$ cat config.mk
export PLATFORM = sky130hd
export DESIGN_NAME = dmx_channel_linear_fader_core
export DESIGN_NICKNAME = d
export VERILOG_FILES = /design/src/dclf_pkg.sv /design/src/dmx_channel_linear_fader_core.sv /design/src/dclf_store.sv /design/src/dclf_ctrl.sv /design/src/dclf_dp.sv
export SDC_FILE = /design/constraint.sdc
export NUM_CORES = 2
export LEC_CHECK = 0
export BUFFER_PORTS_ARGS = -buffer_cell sky130_fd_sc_hd__buf_2
export CAP_MARGIN = 5
export CORE_MARGIN = 5
export CORE_UTILIZATION = 50
export DETAILED_ROUTE_END_ITERATION = 8
export PLACE_DENSITY_LB_ADDON = 0.2
export SLEW_MARGIN = 5
export SYNTH_ARGS = -nofsm -noshare
export SYNTH_HDL_FRONTEND = slang
export SYNTH_SLANG_ARGS = --single-unit
$ cat constraint.sdc
create_clock -name clk -period 14.6 [get_ports clk]
set_input_delay 2.92 -clock clk [delete_from_list [all_inputs] [get_ports clk]]
set_output_delay 2.92 -clock clk [all_outputs]
set_load 0.02 [all_outputs]
$ cat src/dclf_pkg.sv
// Package for the channel linear fader: per-channel state record, controller
// states, controller/datapath command and status bundles, and fixed constants.
// No dependencies.
package dclf_pkg;

	// One channel's stored state. level is unsigned 8.16; step is signed
	// 16 fraction bits of level per tick.
	typedef struct packed {
		logic [7:0]  bright;
		logic        on;
		logic [23:0] level;
		logic [31:0] step;
		logic [7:0]  target;
	} chan_entry_t;

	localparam logic [7:0]  BRIGHT_RST     = 8'd255;
	localparam logic [7:0]  FRAME_RATE_RST = 8'd40;
	localparam logic [15:0] FADE_TIME_RST  = 16'd256;

	localparam chan_entry_t RESET_ENTRY = '{
		bright: BRIGHT_RST,
		on:     1'b0,
		level:  24'd0,
		step:   32'd0,
		target: 8'd0
	};

	// Configuration register indexes.
	localparam int unsigned CFG_IDX_W = 1;
	localparam logic [CFG_IDX_W-1:0] CFG_FRAME_RATE   = 1'b0;
	localparam logic [CFG_IDX_W-1:0] CFG_DEFAULT_FADE = 1'b1;

	// Iterations of the restoring divider, one quotient bit each.
	localparam logic [5:0] DIV_STEPS = 6'd32;
	localparam logic [31:0] STEP_MAX = 32'h7FFF_FFFF;

	typedef enum logic [2:0] {
		ST_IDLE,
		ST_CMD_RD,
		ST_CMD_EVAL,
		ST_CMD_DIV,
		ST_CMD_EMIT,
		ST_TK_RD,
		ST_TK_UPD
	} state_t;

	// Controller to datapath.
	typedef struct packed {
		logic accept;
		logic read;
		logic eval;
		logic write;
		logic emit;
		logic idx_inc;
	} dp_cmd_t;

	// Datapath to controller.
	typedef struct packed {
		logic req_tick;
		logic ch_oor;
		logic div_busy;
		logic out_free;
		logic tick_last;
	} dp_sts_t;

endpackage

$ cat src/dmx_channel_linear_fader_core.sv
// Top level of the per-channel linear light fader: controller, datapath and
// channel state memory. Depends on dclf_pkg, dclf_ctrl, dclf_dp, dclf_store.
//
// Usage:
// The input channel (in_valid/in_stall) carries either a set command for one
// channel (action = 0) or a render tick (action = 1). A transaction is taken
// only while the block is idle; in_stall is high while an item is in work.
// A set command gives one status result; a command for a channel at or above
// NUM_CHANNELS gives none and frees the input once the channel check fails.
// A tick gives NUM_CHANNELS level results, the final one with last set.
// A timed fade command loads its result once the restoring divider has formed
// the step; an instant or no-change command skips the divider. A tick reads,
// updates and loads its results one channel at a time, bound by the single read
// port of the channel memory. The next item can be taken once the last result is
// loaded; while a result is held by out_stall, the next one is not loaded. A new
// item may be accepted while the previous result still waits.
// Reset clears all channels (brightness 255, off, level 0) at once and loads
// frame_rate 40 and default_fade_time 256. The configuration port never stalls.
module dmx_channel_linear_fader_core #(
	parameter int unsigned NUM_CHANNELS = 32
) (
	input  logic        clk,
	input  logic        arst_n,
	input  logic        in_valid,
	output logic        in_stall,
	input  logic        action,
	input  logic [5:0]  channel,
	input  logic        turn_on,
	input  logic        has_brightness,
	input  logic [7:0]  brightness,
	input  logic        has_fade_time,
	input  logic [15:0] fade_time,
	output logic        out_valid,
	input  logic        out_stall,
	output logic        kind,
	output logic [5:0]  out_channel,
	output logic        on_flag,
	output logic [7:0]  remembered_level,
	output logic [7:0]  level,
	output logic        last,
	input  logic        cfg_valid,
	output logic        cfg_ready,
	input  logic [dclf_pkg::CFG_IDX_W-1:0] cfg_index,
	input  logic [15:0] cfg_data
);

	localparam int unsigned AW = (NUM_CHANNELS > 1) ? $clog2(NUM_CHANNELS) : 1;

	dclf_pkg::dp_cmd_t     cmd;
	dclf_pkg::dp_sts_t     sts;
	dclf_pkg::chan_entry_t mem_wdata, mem_rdata;
	logic                  mem_re, mem_we;
	logic [AW-1:0]         mem_addr;
	logic                  cfg_we;

	assign cfg_ready = 1'b1;
	assign cfg_we    = cfg_valid && cfg_ready;

	dclf_ctrl u_ctrl (
		.clk      (clk),
		.arst_n   (arst_n),
		.in_valid (in_valid),
		.in_stall (in_stall),
		.sts      (sts),
		.cmd      (cmd)
	);

	dclf_dp #(
		.NUM_CHANNELS (NUM_CHANNELS),
		.AW           (AW)
	) u_dp (
		.clk              (clk),
		.arst_n           (arst_n),
		.cmd              (cmd),
		.sts              (sts),
		.cfg_we           (cfg_we),
		.cfg_index        (cfg_index),
		.cfg_data         (cfg_data),
		.action           (action),
		.channel          (channel),
		.turn_on          (turn_on),
		.has_brightness   (has_brightness),
		.brightness       (brightness),
		.has_fade_time    (has_fade_time),
		.fade_time        (fade_time),
		.out_valid        (out_valid),
		.out_stall        (out_stall),
		.kind             (kind),
		.out_channel      (out_channel),
		.on_flag          (on_flag),
		.remembered_level (remembered_level),
		.level            (level),
		.last             (last),
		.mem_re           (mem_re),
		.mem_we           (mem_we),
		.mem_addr         (mem_addr),
		.mem_wdata        (mem_wdata),
		.mem_rdata        (mem_rdata)
	);

	dclf_store #(
		.NUM_CHANNELS (NUM_CHANNELS),
		.AW           (AW)
	) u_store (
		.clk    (clk),
		.arst_n (arst_n),
		.re     (mem_re),
		.we     (mem_we),
		.addr   (mem_addr),
		.wdata  (mem_wdata),
		.rdata  (mem_rdata)
	);

endmodule

$ cat src/dclf_store.sv
// Channel state memory for the linear fader: one record per channel with a
// registered read port and per-entry valid bits. Depends on dclf_pkg.
module dclf_store #(
	parameter int unsigned NUM_CHANNELS = 32,
	parameter int unsigned AW = 5
) (
	input  logic                  clk,
	input  logic                  arst_n,
	input  logic                  re,
	input  logic                  we,
	input  logic [AW-1:0]         addr,
	input  dclf_pkg::chan_entry_t wdata,
	output dclf_pkg::chan_entry_t rdata
);

	dclf_pkg::chan_entry_t mem_q [NUM_CHANNELS];
	logic [NUM_CHANNELS-1:0] vld_q;
	dclf_pkg::chan_entry_t rd_q;
	logic rd_vld_q;

	always_ff @(posedge clk) begin
		if (we) begin
			mem_q[addr] <= wdata;
		end
		if (re) begin
			rd_q     <= mem_q[addr];
			rd_vld_q <= vld_q[addr];
		end
	end

	// An entry never written reads as the reset record.
	always_ff @(posedge clk or negedge arst_n) begin
		if (!arst_n) begin
			vld_q <= '0;
		end else if (we) begin
			vld_q[addr] <= 1'b1;
		end
	end

	assign rdata = rd_vld_q ? rd_q : dclf_pkg::RESET_ENTRY;

endmodule

$ cat src/dclf_ctrl.sv
// Controller for the linear fader: sequences command and tick transactions
// and issues commands to the datapath. Depends on dclf_pkg.
module dclf_ctrl (
	input  logic              clk,
	input  logic              arst_n,
	input  logic              in_valid,
	output logic              in_stall,
	input  dclf_pkg::dp_sts_t sts,
	output dclf_pkg::dp_cmd_t cmd
);

	dclf_pkg::state_t state_q, state_d;

	always_ff @(posedge clk or negedge arst_n) begin
		if (!arst_n) begin
			state_q <= dclf_pkg::ST_IDLE;
		end else begin
			state_q <= state_d;
		end
	end

	always_comb begin
		state_d = state_q;
		case (state_q)
			dclf_pkg::ST_IDLE: begin
				if (in_valid) begin
					state_d = sts.req_tick ? dclf_pkg::ST_TK_RD : dclf_pkg::ST_CMD_RD;
				end
			end
			dclf_pkg::ST_CMD_RD: begin
				state_d = sts.ch_oor ? dclf_pkg::ST_IDLE : dclf_pkg::ST_CMD_EVAL;
			end
			dclf_pkg::ST_CMD_EVAL: state_d = dclf_pkg::ST_CMD_DIV;
			dclf_pkg::ST_CMD_DIV: begin
				if (!sts.div_busy) begin
					state_d = dclf_pkg::ST_CMD_EMIT;
				end
			end
			dclf_pkg::ST_CMD_EMIT: begin
				if (sts.out_free) begin
					state_d = dclf_pkg::ST_IDLE;
				end
			end
			dclf_pkg::ST_TK_RD: state_d = dclf_pkg::ST_TK_UPD;
			dclf_pkg::ST_TK_UPD: begin
				if (sts.out_free) begin
					state_d = sts.tick_last ? dclf_pkg::ST_IDLE : dclf_pkg::ST_TK_RD;
				end
			end
			default: state_d = dclf_pkg::ST_IDLE;
		endcase
	end

	always_comb begin
		cmd      = '0;
		in_stall = 1'b1;
		case (state_q)
			dclf_pkg::ST_IDLE: begin
				in_stall   = 1'b0;
				cmd.accept = in_valid;
			end
			dclf_pkg::ST_CMD_RD: cmd.read = !sts.ch_oor;
			dclf_pkg::ST_CMD_EVAL: cmd.eval = 1'b1;
			dclf_pkg::ST_CMD_DIV: cmd = '0;
			dclf_pkg::ST_CMD_EMIT: begin
				cmd.write = sts.out_free;
				cmd.emit  = sts.out_free;
			end
			dclf_pkg::ST_TK_RD: cmd.read = 1'b1;
			dclf_pkg::ST_TK_UPD: begin
				cmd.write   = sts.out_free;
				cmd.emit    = sts.out_free;
				cmd.idx_inc = sts.out_free && !sts.tick_last;
			end
			default: cmd = '0;
		endcase
	end

endmodule

$ cat src/dclf_dp.sv
// Datapath for the linear fader: configuration registers, input capture,
// command evaluation, iterative step divider, tick update and output register.
// Depends on dclf_pkg.
module dclf_dp #(
	parameter int unsigned NUM_CHANNELS = 32,
	parameter int unsigned AW = 5
) (
	input  logic                  clk,
	input  logic                  arst_n,
	input  dclf_pkg::dp_cmd_t     cmd,
	output dclf_pkg::dp_sts_t     sts,
	input  logic                  cfg_we,
	input  logic [dclf_pkg::CFG_IDX_W-1:0] cfg_index,
	input  logic [15:0]           cfg_data,
	input  logic                  action,
	input  logic [5:0]            channel,
	input  logic                  turn_on,
	input  logic                  has_brightness,
	input  logic [7:0]            brightness,
	input  logic                  has_fade_time,
	input  logic [15:0]           fade_time,
	output logic                  out_valid,
	input  logic                  out_stall,
	output logic                  kind,
	output logic [5:0]            out_channel,
	output logic                  on_flag,
	output logic [7:0]            remembered_level,
	output logic [7:0]            level,
	output logic                  last,
	output logic                  mem_re,
	output logic                  mem_we,
	output logic [AW-1:0]         mem_addr,
	output dclf_pkg::chan_entry_t mem_wdata,
	input  dclf_pkg::chan_entry_t mem_rdata
);

	logic [7:0]  frame_rate_q;
	logic [15:0] def_time_q;

	logic        act_q, on_q, hasb_q;
	logic [5:0]  ch_q;
	logic [7:0]  bright_q;
	logic [15:0] time_q;
	logic [AW-1:0] idx_q;

	dclf_pkg::chan_entry_t upd_q, cmd_e, fin_e, tick_e;
	logic        need_div, need_div_q, neg_q;
	logic [23:0] tfx, mag;
	logic [24:0] diff;
	logic [7:0]  bright_n, rate_eff;
	logic [23:0] prod;

	logic [31:0] dvd_q;
	logic [23:0] rem_q, den_q;
	logic [5:0]  div_cnt_q;
	logic [24:0] rem_sh;
	logic        ge;
	logic [31:0] q_sat, step_div;

	logic        tick_last;
	logic [33:0] lv, tgt;
	logic        s_pos, s_neg;

	logic        out_valid_q;

	// Configuration registers.
	always_ff @(posedge clk or negedge arst_n) begin
		if (!arst_n) begin
			frame_rate_q <= dclf_pkg::FRAME_RATE_RST;
			def_time_q   <= dclf_pkg::FADE_TIME_RST;
		end else if (cfg_we) begin
			case (cfg_index)
				dclf_pkg::CFG_FRAME_RATE:   frame_rate_q <= cfg_data[7:0];
				dclf_pkg::CFG_DEFAULT_FADE: def_time_q   <= cfg_data;
				default: ;
			endcase
		end
	end

	// Input capture; the fade time is resolved against the default here.
	always_ff @(posedge clk) begin
		if (cmd.accept) begin
			act_q    <= action;
			ch_q     <= channel;
			on_q     <= turn_on;
			hasb_q   <= has_brightness;
			bright_q <= brightness;
			time_q   <= has_fade_time ? fade_time : def_time_q;
		end
	end

	always_ff @(posedge clk or negedge arst_n) begin
		if (!arst_n) begin
			idx_q <= '0;
		end else if (cmd.accept) begin
			idx_q <= '0;
		end else if (cmd.idx_inc) begin
			idx_q <= idx_q + AW'(1);
		end
	end

	assign tick_last = (idx_q == AW'(NUM_CHANNELS - 1));
	assign mem_addr  = act_q ? idx_q : ch_q[AW-1:0];
	assign mem_re    = cmd.read;
	assign mem_we    = cmd.write;

	// Command evaluation on the record just read.
	always_comb begin
		cmd_e    = mem_rdata;
		need_div = 1'b0;
		bright_n = hasb_q ? bright_q : mem_rdata.bright;
		tfx      = '0;
		if (on_q) begin
			cmd_e.bright = bright_n;
			cmd_e.target = bright_n;
			tfx          = {bright_n, 16'h0000};
			if (tfx != mem_rdata.level) begin
				if (time_q != 16'd0) begin
					need_div = 1'b1;
				end else begin
					cmd_e.level = tfx;
					cmd_e.step  = '0;
				end
				cmd_e.on = (bright_n != 8'd0);
			end
		end else if (mem_rdata.level != 24'd0) begin
			cmd_e.target = '0;
			if (time_q != 16'd0) begin
				need_div = 1'b1;
			end else begin
				cmd_e.level = '0;
				cmd_e.step  = '0;
			end
			cmd_e.on = 1'b0;
		end
	end

	assign diff     = {1'b0, tfx} - {1'b0, mem_rdata.level};
	assign mag      = diff[24] ? 24'(-diff) : diff[23:0];
	assign rate_eff = (frame_rate_q == 8'd0) ? 8'd1 : frame_rate_q;
	assign prod     = {8'h00, time_q} * {16'h0000, rate_eff};

	// Restoring divider on magnitudes, one quotient bit per cycle.
	assign rem_sh = {rem_q, dvd_q[31]};
	assign ge     = (rem_sh >= {1'b0, den_q});

	always_ff @(posedge clk) begin
		if (cmd.eval) begin
			upd_q      <= cmd_e;
			need_div_q <= need_div;
			neg_q      <= diff[24];
			dvd_q      <= {mag, 8'h00};
			rem_q      <= '0;
			den_q      <= prod;
		end else if (div_cnt_q != 6'd0) begin
			rem_q <= ge ? 24'(rem_sh - {1'b0, den_q}) : rem_sh[23:0];
			dvd_q <= {dvd_q[30:0], ge};
		end
	end

	always_ff @(posedge clk or negedge arst_n) begin
		if (!arst_n) begin
			div_cnt_q <= '0;
		end else if (cmd.eval) begin
			div_cnt_q <= need_div ? dclf_pkg::DIV_STEPS : 6'd0;
		end else if (div_cnt_q != 6'd0) begin
			div_cnt_q <= div_cnt_q - 6'd1;
		end
	end

	assign q_sat    = dvd_q[31] ? dclf_pkg::STEP_MAX : dvd_q;
	assign step_div = neg_q ? (32'd0 - q_sat) : q_sat;

	always_comb begin
		fin_e = upd_q;
		if (need_div_q) begin
			fin_e.step = step_div;
		end
	end

	// Tick update: move by the step and clamp at the target.
	assign s_neg = mem_rdata.step[31];
	assign s_pos = !s_neg && (mem_rdata.step != 32'd0);
	assign lv    = {10'd0, mem_rdata.level} + {{2{mem_rdata.step[31]}}, mem_rdata.step};
	assign tgt   = {10'd0, mem_rdata.target, 16'h0000};

	always_comb begin
		tick_e = mem_rdata;
		if (s_pos) begin
			if ($signed(lv) >= $signed(tgt)) begin
				tick_e.level = tgt[23:0];
				tick_e.step  = '0;
			end else begin
				tick_e.level = lv[23:0];
			end
		end else if (s_neg) begin
			if ($signed(lv) <= $signed(tgt)) begin
				tick_e.level = tgt[23:0];
				tick_e.step  = '0;
			end else begin
				tick_e.level = lv[23:0];
			end
		end
	end

	assign mem_wdata = act_q ? tick_e : fin_e;

	// Output register.
	always_ff @(posedge clk) begin
		if (cmd.emit) begin
			kind             <= act_q;
			out_channel      <= act_q ? 6'(idx_q) : ch_q;
			on_flag          <= mem_wdata.on;
			remembered_level <= mem_wdata.bright;
			level            <= mem_wdata.level[23:16];
			last             <= act_q ? tick_last : 1'b1;
		end
	end

	always_ff @(posedge clk or negedge arst_n) begin
		if (!arst_n) begin
			out_valid_q <= 1'b0;
		end else if (cmd.emit) begin
			out_valid_q <= 1'b1;
		end else if (!out_stall) begin
			out_valid_q <= 1'b0;
		end
	end

	assign out_valid = out_valid_q;

	assign sts.req_tick  = action;
	assign sts.ch_oor    = ({1'b0, ch_q} >= 7'(NUM_CHANNELS));
	assign sts.div_busy  = (div_cnt_q != 6'd0);
	assign sts.out_free  = !out_valid_q || !out_stall;
	assign sts.tick_last = tick_last;

endmodule
* After elaboration in Yosys (flattened, before gate mapping)
Memories as Yosys holds them, arrays and structs flattened. A register that Yosys moved wholly into a read port is not among the register bits.
Index checks and enable logic that the tools add are counted.
** Cells by class
- Add/sub/neg operators :: 7
- Multiply operators :: 1
- Magnitude comparators :: 6
- Eq/ne operators :: 13
- Mux-type cells :: 58
- Bitwise gates (word level) :: 2
- Reduce and logical (&&, ||, !) cells :: 22
** Operators with widths (count)
- two-way mux 56 bit :: 4
- two-way mux 32 bit :: 6
- two-way mux 73 bit :: 2
- two-way mux 65 bit :: 2
- two-way mux 24 bit :: 5
- two-way mux 57 bit :: 1
- >= comparator 34 x 25 -> 1 bit :: 1
- less-or-equal comparator 34 x 25 -> 1 bit :: 1
- adder 25 x 32 -> 33 bit :: 1
- bitwise OR 32 bit :: 1
- nonzero test 32 bit :: 1
- subtractor 1 x 32 -> 32 bit, first input constant :: 1
- two-way mux 31 bit :: 1
- >= comparator 25 x 24 -> 1 bit :: 1
- subtractor 24 x 24 -> 25 bit :: 1
- multiplier 16 x 8 -> 24 bit :: 1
- two-way mux 8 bit :: 3
- != test 24 bit :: 1
- negation 24 bit :: 1
- nonzero test 24 bit :: 1
- subtractor 24 bit :: 1
- one-hot mux 3 bit (7 select lines) :: 1
- two-way mux 5 bit :: 4
- two-way mux 3 bit :: 6
- 31 further kinds :: 61
** Word-level totals
- Register bits :: 285
- RAM bits :: 2336
- Output and inout port bits :: 28
- Memories kept :: 1
** Memories
- u_store.mem_q :: depth 32, width 73, rd ports 1, clocked after Yosys merged registers in 1, write ports 1, RTL line dclf_store.sv:16 : dclf_pkg::chan_entry_t mem_q [NUM_CHANNELS];

* Depth between registers and ports, before layout
- Word-level depth :: 7
- Mapped depth :: 35

* Modules after synthesis
A second synthesis with hierarchy kept.
** Unflattened totals
- Cell total of the unflattened synthesis :: 7189
- Area, all modules :: 113443.8 sq um
** By module, submodules not included
- dclf_store :: instances 1, cells each 4883, area an instance 92337.3 sq um, seq. area each 73170.2 sq um
- dclf_dp :: instances 1, cells each 2275, area an instance 20837.5 sq um, seq. area each 6980.4 sq um
- dclf_ctrl :: instances 1, cells each 29, area an instance 257.7 sq um, seq. area each 75.1 sq um
- dmx_channel_linear_fader_core :: instances 1, cells each 2, area an instance 11.3 sq um, seq. area each 0.0 sq um

* Worst setup path before layout
No wires, ideal clock.
- Path type :: input port to flip-flop
- From :: input out_stall
- To :: memory u_store.mem_q[0][0] (netlist name), enable pin
- Library setup time :: 0.505 ns
- Data arrival time :: 8.041 ns
- Slack :: 6.054 ns
- Cell stages on the path :: 3
- Buffers on the path :: 0
- Path through :: a21oi_1 > nand3_1 > nor2_1
** Between the ends
- Word-level cells in the longest chain between the ends :: 5
** Ends and longest elaborated chain
- start, declared :: RTL line dmx_channel_linear_fader_core.sv:34 : input logic out_stall,
- logical NOT 1 bit
- logical OR 1 bit :: RTL line dclf_dp.sv:235 : assign sts.out_free = !out_valid_q || !out_stall;
- two-way mux 2 bit :: RTL line dclf_ctrl.sv:57 : case (state_q)
- two-way mux 1 bit :: RTL line dclf_store.sv:22 : if (we) begin
- two-way mux 1 bit (not written as such) :: RTL line dclf_store.sv:23 : mem_q[addr] <= wdata;
- end, declared :: RTL line dclf_store.sv:16
Every way passes these cells.

==> flow_summary.rst <==
.. list-table::
   :header-rows: 1

   * - Metric
     - Value
   * - Detailed Place HPWL
     - 166000 um
   * - Sequential power share
     - 42.1%
   * - Level count of the clock H-tree
     - 5
   * - Final-report max-slew violation count
     - 0
   * - Max transition margin
     - roughly 16%
   * - Overall Power
     - 24.3 mW
   * - Synthesized netlist cell count
     - around 6000
   * - Max-cap violations
     - 0
   * - Average footprint of a synthesized cell
     - ~18 sq um
   * - Crit Path Category
     - reg -> reg
   * - Critical path's top delay family
     - simple AND/OR/NAND/NOR gates
   * - Number of instances resized during post-cts repair
     - 0
   * - Portion of synthesized cell area occupied by the leading cell type
     - a little over two thirds
   * - Clock sink total
     - around 2700
   * - Placement row count
     - about 170
   * - Max frequency
     - around 130 MHz
   * - Area delta synth->final
     - 12.4%
   * - Clock Latency Late Sink
     - approximately 950 ps
   * - Number of endpoints with negative hold slack in the final report
     - 0
   * - Distinct cell type count of the synthesized netlist
     - 94
   * - Fill cell instance count of the final layout
     - between 15000 and 20000
   * - Proportion of total power due to net switching
     - about a third
   * - Number of enable-type register cells in the synthesized netlist
     - about 2600
   * - Vias after detailed routing
     - slightly above 60000
   * - Post-layout min period
     - 8000 ps
   * - Critical Path Start Type
     - flop
   * - Switching Power
     - around 7.7 mW
   * - DRT iter0 DRCs
     - between 7000 and 8000
   * - Post-Syn Area
     - about 0.11 sq mm
   * - DRC violation count after routing
     - 0
   * - Hold Path Class
     - reg -> reg
   * - Syn_nets
     - between 6000 and 7000
   * - Largest cells by area after synthesis
     - sky130_fd_sc_hd__edfxtp_1, sky130_fd_sc_hd__mux4_2, sky130_fd_sc_hd__a22oi_1, sky130_fd_sc_hd__fa_1, sky130_fd_sc_hd__dfrtp_1
   * - Critical Path Slowest Stage Cell
     - sky130_fd_sc_hd__buf_4
   * - Share of flip-flops with an asynchronous set or reset after synthesis
     - under 10%
   * - Highest cell delay on the worst timing path
     - 600 ps
   * - Crit path required time
     - 15070 ps
   * - Bufs on Longest Clock Path
     - 4
   * - Height of the die
     - about 480 um
   * - WP data arrival
     - 8470 ps
   * - Synth Register Bits
     - around 2700
   * - Number of setup violations in the final report
     - 0
   * - Buf+Inv Stages, Crit Path
     - 4
   * - Share of final-layout standard cells stronger than drive strength 1
     - a little under a quarter
   * - CTS Buf Count
     - between 200 and 300
   * - Post-route clock skew
     - approximately 53 ps
   * - Layout Nets
     - about 6500
   * - Multi-input gate area
     - just under 0.03 sq mm
   * - Count of buffers added by post-CTS timing repair for setup
     - 0
   * - DRT antenna net count
     - 0
   * - Die area
     - 0.232 sq mm
   * - Congestion Overflow GR
     - 0
   * - Outcome
     - finished, final reports clean
   * - Actual transition at the worst max-transition pin
     - 1260 ps
   * - Via count of the first global-routing pass
     - 59669
   * - Part of the Yosys area used for sequential elements
     - around 72%
   * - Library cell with the largest summed area after synthesis
     - sky130_fd_sc_hd__edfxtp_1
   * - Core Box Area
     - approximately 0.22 sq mm
   * - Combinational Power Share
     - 29.3%
   * - Leakage Power
     - about 41 nW
   * - WL/cell
     - 32.3 um
   * - Post-route clock period utilization
     - approximately 55%
   * - Clk slew on worst S/H paths
     - around 60 ps
   * - Total length of routed wires
     - slightly above 300000 um
   * - Pin count of the biggest net entering global routing
     - 115
   * - Number of buffer cells added on primary ports
     - 82
   * - Number of iterations in the first detailed-routing pass
     - 6
   * - Internal power summed over all cells
     - approximately 17 mW
   * - Initial antenna violation count
     - 8
   * - Part of the power in the clock network
     - between 20% and 30%
   * - First-pass GRT wire length
     - 437000 um
   * - Starting density of the core
     - roughly half
   * - Floorplan die width
     - about 480 um
   * - Synth Flop Type
     - sky130_fd_sc_hd__edfxtp_1
   * - Critical path capture point type
     - flop
   * - Setup repair after global routing missed its margin
     - no
   * - Overall fraction of global-route tracks in use
     - 26.3%
   * - Post-route setup TNS
     - 0 ps
   * - CTS tree
     - built
   * - Average vias per placed instance
     - 6.45
   * - Pwr Density
     - about 200 mW/mm^2
   * - Ys Warns
     - 0
   * - CTS root buf
     - sky130_fd_sc_hd__clkbuf_16
   * - Final Wtd Congestion
     - 0.925
   * - Area of all sequential standard cells
     - approximately 0.080 sq mm
   * - Hold buffer count at CTS
     - 0
   * - Worst Path Max Fanout
     - 57
   * - Number of top-level pins
     - 84
   * - Worst vdd ir
     - 0.000140 V
-- layer usage --
metal / wire length (um) / vias to the layer above / global-route usage, %
met1: 123000 / 32396 / 38.5
met4: 8900 / 2 / 7.38
li1: - / 24780 / -
met2: 145000 / 3246 / 41.3
met5: 13 / - / 0
met3: 29300 / 514 / 4.68
-- cell families after synthesis --
kind of cell | after synthesis | share of synthesized area (%)
DFF | 2694 | 72.1
and+or+nand+nor | 966 | 4.31
AOI/OAI and AO/OA | 836 | 5.16
muxes | 677 | 12.8
buffers and inverters | 550 | 1.90
adders and majority gates | 200 | 2.83
xor gates and xnor gates | 116 | 0.925
other | 1 | 0.00337
-- synth_stat cells, types with 68 or more instances --
cell type,instances
sky130_fd_sc_hd__edfxtp_1,2591
sky130_fd_sc_hd__mux4_2,592
sky130_fd_sc_hd__a22oi_1,302
sky130_fd_sc_hd__nand2_1,293
sky130_fd_sc_hd__inv_1,246
sky130_fd_sc_hd__clkbuf_1,219
sky130_fd_sc_hd__nor2_1,213
sky130_fd_sc_hd__o21ai_0,170
sky130_fd_sc_hd__a21oi_1,124
sky130_fd_sc_hd__ha_1,114
sky130_fd_sc_hd__nand4_1,97
sky130_fd_sc_hd__fa_1,86
sky130_fd_sc_hd__and2_1,80
sky130_fd_sc_hd__xnor2_1,69
sky130_fd_sc_hd__dfrtp_1,68
-- flip-flops by register name, indices dropped and copies added, names as in the netlist, 3 cells and up --
| name | count |
|---|---|
| u_ctrl.state_q | 3 |
| u_dp.upd_q | 32 |
| u_dp.level | 8 |
| u_dp.frame_rate_q | 8 |
| u_dp.idx_q | 5 |
| u_dp.time_q | 16 |
| u_store.rd_q | 73 |
| u_dp.den_q | 24 |
| u_dp.remembered_level | 8 |
| u_dp.rem_q | 24 |
| u_store.vld_q | 32 |
| u_dp.bright_q | 8 |
| u_dp.fin_e | 41 |
| u_dp.dvd_q | 32 |
| u_dp.div_cnt_q | 6 |
| u_dp.ch_q | 6 |
| u_store.mem_q | 2336 |
| u_dp.out_channel | 6 |
| u_dp.def_time_q | 16 |
-- final timing paths --
kind,from,end,slack (ps),cells past startpoint
max,u_store.rd_vld_q,u_store.mem_q[10][23],6600,27
min,u_store.vld_q[12],u_store.vld_q[12],470,1
max reg2reg,u_store.rd_vld_q,u_store.mem_q[10][23],6600,27
min reg2reg,u_store.vld_q[12],u_store.vld_q[12],470,1
max in group asynchronous,arst_n,u_store.vld_q[27],11750,1
min in group asynchronous,arst_n,u_dp.frame_rate_q[7],2160,1
-- power groups by stage --
| stage | combinational [mW] | sequential, mW | clock [mW] |
|---|---|---|---|
| 2_1_floorplan | 4.97 | 10.3 | 0 |
| 3_3_place_gp | 7.03 | 10.4 | 0 |
| 3_5_place_dp | 7.13 | 10.4 | 0 |
| 4_1_cts | 7.16 | 10.2 | 7.06 |
| 5_1_grt | 7.80 | 10.3 | 7.41 |
| 6_report | 7.11 | 10.2 | 6.96 |
-- cells in the final DEF (no fill, tap or decap), types with 27 or more instances in the layout --
master / Yosys / routed
sky130_fd_sc_hd__dfrtp_1: 68 / 68
sky130_fd_sc_hd__mux2_2: 50 / 50
sky130_fd_sc_hd__mux4_2: 592 / 592
sky130_fd_sc_hd__clkbuf_16: 0 / 294
sky130_fd_sc_hd__xor2_1: 46 / 46
sky130_fd_sc_hd__nor2_1: 213 / 172
sky130_fd_sc_hd__mux2i_1: 35 / 34
sky130_fd_sc_hd__clkbuf_1: 219 / 53
sky130_fd_sc_hd__xnor2_1: 69 / 69
sky130_fd_sc_hd__nor3_1: 27 / 27
sky130_fd_sc_hd__nand4_1: 97 / 97
sky130_fd_sc_hd__a22oi_1: 302 / 302
sky130_fd_sc_hd__nor2_4: 0 / 41
sky130_fd_sc_hd__a21o_1: 28 / 28
sky130_fd_sc_hd__nand3_1: 51 / 51
sky130_fd_sc_hd__nand2b_1: 28 / 28
sky130_fd_sc_hd__a21oi_1: 124 / 115
sky130_fd_sc_hd__nor2b_1: 45 / 44
sky130_fd_sc_hd__fa_1: 86 / 86
sky130_fd_sc_hd__buf_4: 2 / 162
sky130_fd_sc_hd__buf_2: 7 / 81
sky130_fd_sc_hd__o21ai_0: 170 / 156
sky130_fd_sc_hd__clkinv_2: 0 / 48
sky130_fd_sc_hd__and2_1: 80 / 80
sky130_fd_sc_hd__ha_1: 114 / 114
sky130_fd_sc_hd__clkinv_1: 4 / 43
sky130_fd_sc_hd__edfxtp_1: 2591 / 2591
sky130_fd_sc_hd__dfxtp_1: 32 / 32
sky130_fd_sc_hd__or2_2: 36 / 36
sky130_fd_sc_hd__nand2_1: 293 / 292
sky130_fd_sc_hd__inv_1: 246 / 245
-- through the flow --
step | area, sq um | std cells | setup WS (ps) | utilization [%] | hold slack, ps
final | 125000 | 9453 | 6600 | 56.4 | 465
after global routing | 125000 | 9452 | 6070 | 56.4 | 473
after detailed placement | 116000 | 8965 | 6710 | 52.4 | 448
after floorplan | 111000 | 6040 | 6050 | - | 424
after CTS | 125000 | 9447 | 6700 | 56.4 | 466
after global placement | 116000 | 8965 | 6810 | 52.4 | 446
-- area by class of cell --
type / instances / share of cell area (%)
clock buffers: 352 / 6.09
repair buffers: 252 / 1.43
clock inverters: 130 / 0.960
well taps: 2975 / 2.98
inverters: 251 / 0.769
flip-flops and latches: 2694 / 64.1
multi-input cells: 2796 / 23.6
diodes: 3 / 0.00600
(Power assumes the default switching activity.)
